**src/rtl/pltc_pkg.sv**
```systemverilog
// ----------------------------------------------------------------------------
// pltc_pkg
// Shared types, symbol codes and truth table helpers for the prefix logic
// tautology checker.
// ----------------------------------------------------------------------------
package pltc_pkg;

    localparam int TABLE_W        = 32;
    localparam int SYM_W          = 8;
    localparam int STACK_DEPTH_DEF = 64;

    localparam logic [SYM_W-1:0] SYM_P = 8'h70;
    localparam logic [SYM_W-1:0] SYM_Q = 8'h71;
    localparam logic [SYM_W-1:0] SYM_R = 8'h72;
    localparam logic [SYM_W-1:0] SYM_S = 8'h73;
    localparam logic [SYM_W-1:0] SYM_T = 8'h74;
    localparam logic [SYM_W-1:0] SYM_K = 8'h4B;
    localparam logic [SYM_W-1:0] SYM_A = 8'h41;
    localparam logic [SYM_W-1:0] SYM_N = 8'h4E;
    localparam logic [SYM_W-1:0] SYM_C = 8'h43;
    localparam logic [SYM_W-1:0] SYM_E = 8'h45;

    localparam logic [TABLE_W-1:0] TBL_P = 32'hAAAA_AAAA;
    localparam logic [TABLE_W-1:0] TBL_Q = 32'hCCCC_CCCC;
    localparam logic [TABLE_W-1:0] TBL_R = 32'hF0F0_F0F0;
    localparam logic [TABLE_W-1:0] TBL_S = 32'hFF00_FF00;
    localparam logic [TABLE_W-1:0] TBL_T = 32'hFFFF_0000;

    typedef enum logic [2:0] {
        OP_AND,
        OP_OR,
        OP_NOT,
        OP_IMP,
        OP_EQV
    } t_op;

    typedef struct packed {
        t_op                op;
        logic               has_first;
        logic [TABLE_W-1:0] first;
    } t_frame;

    typedef struct packed {
        logic  is_op;
        t_op   op;
    } t_decode;

    function automatic t_decode decode_symbol(input logic [SYM_W-1:0] sym);
        t_decode d;
        d.is_op = 1'b1;
        d.op    = OP_AND;
        case (sym)
            SYM_K:   d.op = OP_AND;
            SYM_A:   d.op = OP_OR;
            SYM_N:   d.op = OP_NOT;
            SYM_C:   d.op = OP_IMP;
            SYM_E:   d.op = OP_EQV;
            default: d.is_op = 1'b0;
        endcase
        return d;
    endfunction

    function automatic logic [TABLE_W-1:0] leaf_table(input logic [SYM_W-1:0] sym);
        logic [TABLE_W-1:0] t;
        case (sym)
            SYM_P:   t = TBL_P;
            SYM_Q:   t = TBL_Q;
            SYM_R:   t = TBL_R;
            SYM_S:   t = TBL_S;
            SYM_T:   t = TBL_T;
            default: t = '0;
        endcase
        return t;
    endfunction

    // not ignores the first operand
    function automatic logic [TABLE_W-1:0] combine(input t_op op,
                                                   input logic [TABLE_W-1:0] a,
                                                   input logic [TABLE_W-1:0] b);
        logic [TABLE_W-1:0] r;
        case (op)
            OP_AND:  r = a & b;
            OP_OR:   r = a | b;
            OP_IMP:  r = ~a | b;
            OP_EQV:  r = ~(a ^ b);
            default: r = ~b;
        endcase
        return r;
    endfunction

endpackage

```
**src/rtl/pltc_frame_ram.sv**
```systemverilog
// ----------------------------------------------------------------------------
// pltc_frame_ram
// Frame stack storage: one write port, one read port with registered data.
// ----------------------------------------------------------------------------
module pltc_frame_ram
    import pltc_pkg::*;
#(
    parameter int DEPTH = STACK_DEPTH_DEF
) (
    input  logic                     i_clk,
    input  logic                     i_wr_en,
    input  logic [$clog2(DEPTH)-1:0] i_wr_addr,
    input  t_frame                   i_wr_data,
    input  logic [$clog2(DEPTH)-1:0] i_rd_addr,
    output t_frame                   o_rd_data
);

    t_frame r_mem [DEPTH];
    t_frame r_rd_data;

    always_ff @(posedge i_clk) begin
        if (i_wr_en) begin
            r_mem[i_wr_addr] <= i_wr_data;
        end
        r_rd_data <= r_mem[i_rd_addr];
    end

    assign o_rd_data = r_rd_data;

endmodule

```
**config.mk**
```make
export PLATFORM = sky130hd
export DESIGN_NAME = pltc_frame_ram
export DESIGN_NICKNAME = d
export VERILOG_FILES = /design/src/rtl/pltc_pkg.sv /design/src/rtl/pltc_frame_ram.sv
export SDC_FILE = /design/constraint.sdc
export NUM_CORES = 2
export LEC_CHECK = 0
export ABC_AREA = 0
export BUFFER_PORTS_ARGS = -buffer_cell sky130_fd_sc_hd__buf_2
export CELL_PAD_IN_SITES_DETAIL_PLACEMENT = 0
export CELL_PAD_IN_SITES_GLOBAL_PLACEMENT = 1
export CORE_MARGIN = 2
export CORE_UTILIZATION = 48
export DETAILED_ROUTE_END_ITERATION = 12
export GPL_ROUTABILITY_DRIVEN = 1
export HOLD_SLACK_MARGIN = 0.12
export MAX_ROUTING_LAYER = met4
export PLACE_DENSITY_LB_ADDON = 0.1
export SLEW_MARGIN = 10
export SYNTH_ARGS = -nofsm -noshare
export SYNTH_HDL_FRONTEND = slang
export SYNTH_SLANG_ARGS = --single-unit
```
**constraint.sdc**
```tcl
create_clock -name i_clk -period 6.3 [get_ports i_clk]
set_clock_uncertainty 0.2 [all_clocks]
set_input_delay 1.89 -clock i_clk [delete_from_list [all_inputs] [get_ports i_clk]]
set_output_delay 1.89 -clock i_clk [all_outputs]
set_load 0.005 [all_outputs]
```
Word-level counts from Yosys, hierarchy flattened
Memory sizes are Yosys's and may differ from the RTL's. A register that Yosys moved wholly into a read port is not among the register bits.
Index checks and enable logic that the tools add are counted.
{"block": "classes", "mux": 2}
{"op": "1-bit 2-to-1 mux", "count": 2}
{"block": "totals", "ram_bits": 2304, "wordCells": 3, "register_bits": 0, "memories": 1}
{"memory": "r_mem", "depth": 64, "word_bits": 36, "rd": 1, "rd_clocked_by_memory_dff": 1, "write_ports": 1, "line_no": "pltc_frame_ram.sv:18", "source": "t_frame r_mem [DEPTH];"}

Longest topological paths before layout
{"block": "depth", "word_depth": 2, "depth_mapped": 10, "depth_no_buf": 5}

Worst setup path before layout
Ideal clock, no wire load.
{"block": "synth_timing", "kind": "input to register", "start": "input port i_wr_addr[3]", "end": "memory r_mem[48][0] (netlist bit), enable pin", "cell_stages": 4, "t_required_ns": 5.626, "path_slack_ns": 0.769, "path_buffers": 1, "t_arrival_ns": 4.857, "setup_ns": 0.474, "path_cell_list": "clkbuf_1 > nor2b_1 > nand4b_1 > nor3_1"}
{"element": "start, declared", "line_no": "pltc_frame_ram.sv:12", "source": "input logic [$clog2(DEPTH)-1:0] i_wr_addr,"}
{"element": "end, declared", "line_no": "pltc_frame_ram.sv:18"}
No word-level cell before the write port.

==> metrics.txt <==
critical path class=input port to flop; final worst-path cycle share=71.2%; worst-path fanout max=31; pin count of the biggest net entering global routing=75; sw frac=21.1%; Crit. End Element=flop; Final Instance Count excl. Fillers=6,681; routing usage on met2=42.4%; Yosys warnings=0; GR Util met3=roughly 3.5%; Finish-stage setup viols=0; Pint=around 25,000 uW; post-CTS sizing=0; Psw=6780 uW; post-route ant nets=0; All-Layer GR Usage=about a quarter; hold path depth=4; Slew headroom=15.2%; Comb pwr share=4.8%; row cnt=157; clk slew on worst S/H paths=60 ps; Clk pwr share=41.3%; port buffer count=85; DIE AREA=187,000 sq um; Num CTS Buffers=233; clock sink total=2,340; setup bufs post-CTS=0; fmax=223 MHz; share of power burned in registers=roughly 54%; die height=around 430 um; Synth Area per Inst=23.3 sq um; 1st-iter DRT viols=around 4,600; DP Cell Count=6,233; H-tree depth=4; setup_tns=0 ps; initial antenna violation count=14; crit-path cells=buf_2 > nor2b_2 > buf_4 > nand2b_2 > buf_4 > o22ai_1 > nor4_1 > o22a_1; worst endpoint required time=6880 ps; Longest Clk Path Bufs=3; worst-skew pair later-pin latency=850 ps; CP Launch Type=input port; P_leak=0.0311 uW; Post-Synthesis Cell Area=88,000 sq um; Core Box Area=between 150,000 and 200,000 sq um; syn nets=3,830; global route total overflow=0; worst min path class=flop to flop; Area Overhead vs Synth=13.9%; Routed WL=235 mm; TritonRoute pass-1 iters=5; starting density of the core=48.2%; worst hold margin=about 650 ps; busiest grt layer=met2; first-pass GRT wire length=between 300 and 400 mm; CTS tree=built; Yosys reg bits=2,340; GRT met1 Usage=35.5%; final hold viol count=0; slowest CP cell=nor4_1; Tot Pwr=32,200 uW; status=completed; vias in the first global route=42,343; RePlAce Congestion=0.791; Clock Tree Root=clkbuf_16; worst reg2reg path depth=5; cell count after synthesis=3,780; Vias per Instance=6.24; max incr delay on CP=~1000 ps; max_cap viols=0; fin. max-slew vios=0; post-synthesis cell type count=37; via count=about 42,000; RSZ-0062 raised after global routing=false; Pwr per Cell Area=roughly 320 nW/um^2; Top cell by count, worst path=buf_4; drt drc=0; hpwl dp=about 130 mm; # IOs=86; NumNets Final=4,134; register area share after synthesis=approximately four fifths; Final Critical Period=4480 ps; critical path data arrival time=about 5100 ps; # hold bufs at CTS=0; DR WL/cell=roughly 35 um; share of cells above drive strength 1=29.2%; Slew @ Worst Pin=1260 ps; Peak VDD IR=0.000258 V; Die W=432 um
synth_stat cells:
| cell type | instances | area (sq um) |
|---|---|---|
| clkbuf_1 | 89 | 334 |
| nand2b_1 | 11 | 68.8 |
| nor2b_1 | 36 | 225 |
| o221ai_1 | 34 | 298 |
| o22a_1 | 23 | 201 |
| nand4b_1 | 1 | 8.76 |
| o2111a_1 | 1 | 11.3 |
| a221oi_1 | 2 | 17.5 |
| mux4_2 | 556 | 12500 |
| and3_1 | 8 | 50.1 |
| mux2i_1 | 71 | 711 |
| edfxtp_1 | 2304 | 69200 |
| dfxtp_1 | 36 | 721 |
| nor3_1 | 3 | 15.0 |
| a311oi_1 | 1 | 8.76 |
| or2_2 | 2 | 12.5 |
| or3b_2 | 1 | 8.76 |
| nor2_1 | 101 | 379 |
| buf_1 | 22 | 82.6 |
| buf_2 | 49 | 245 |
| mux2_2 | 7 | 78.8 |
| nand2_1 | 28 | 105 |
| a31oi_1 | 7 | 43.8 |
| buf_6 | 10 | 113 |
| o211ai_1 | 7 | 52.6 |
| a22oi_1 | 76 | 571 |
| and4_1 | 5 | 43.8 |
| buf_4 | 42 | 315 |
| nor4_1 | 26 | 163 |
| nand3b_1 | 2 | 15.0 |
| nand3_1 | 45 | 225 |
| or3_1 | 2 | 12.5 |
| a211oi_1 | 42 | 315 |
| nand4_1 | 2 | 12.5 |
| and2_0 | 1 | 6.26 |
| and2_1 | 4 | 25.0 |
| o22ai_1 | 123 | 769 |
cells by family after synthesis:
group                  synth area share [%]
DFF                                    79.5
muxes                                  15.1
AOI/OAI and AO/OA                      2.60
and+or+nand+nor                        1.56
buffers and inverters                  1.24
area by class of cell:
cell class,count,area (sq um)
Tap cell,2385,2980
Clock inverter,125,877
Antenna cell,8,20.0
Multi-Input combinational cell,1228,17500
Clock buffer,314,6440
Timing Repair Buffer,281,2450
Sequential cell,2340,69900
Fill cell,13868,82500
power by group through the flow:
stage	combinational, uW	clock, uW	sequential (uW)
after global placement	1560	0	17600
after CTS	1580	13500	17300
final	1550	13300	17300
after detailed placement	1580	0	17600
after global routing	1640	14100	17300
after floorplan	805	0	17600
metrics by stage:
| step | area, sq um | setup WS, ps | utilization [%] |
|---|---|---|---|
| floorplan | 88000 | 769 | - |
| global placement | 92800 | 721 | 50.8 |
| detailed placement | 92800 | 957 | 50.8 |
| CTS | 100000 | 1850 | 54.8 |
| global route | 100000 | 1920 | 54.8 |
| finish | 100000 | 1820 | 54.8 |
critical path: cells and delay by family:
family,cells,cell delay (ps)
buffers and inverters,3,860
AND/OR/NAND/NOR,3,1860
AO/OA/AOI/OAI,2,360
worst paths after layout:
| path | startpoint | endpoint | slack, ps |
|---|---|---|---|
| hold / removal | r_mem[56][7] | o_rd_data[7] | 650 |
| setup / recovery | i_rd_addr[3] | o_rd_data[34] | 1820 |
| hold reg to reg | r_mem[56][7] | o_rd_data[7] | 650 |
| setup reg to reg | r_mem[41][6] | o_rd_data[6] | 3970 |
sequential cells by signal, summed over array words and instances (netlist names):
name / cells
o_rd_data: 36
r_mem: 2304
placed cells by master (no fill, tap or decap), types with 49 or more instances in the layout:
master,netlist,routed
edfxtp_1,2304,2304
mux4_2,556,556
clkbuf_16,0,238
buf_4,42,158
o22ai_1,123,123
buf_2,49,79
a22oi_1,76,76
mux2i_1,71,71
nor2_4,0,62
clkbuf_1,89,56
clkinv_1,0,55
clkinv_2,0,49
layer usage:
layer  vias up  share of wire (%)
met3       315                5.6
met4         0                2.5
met1     22943                 42
li1      16974                  -
met2      1488                 50
met5         -                  0
Note: power is estimated with default switching activity, not from simulation.
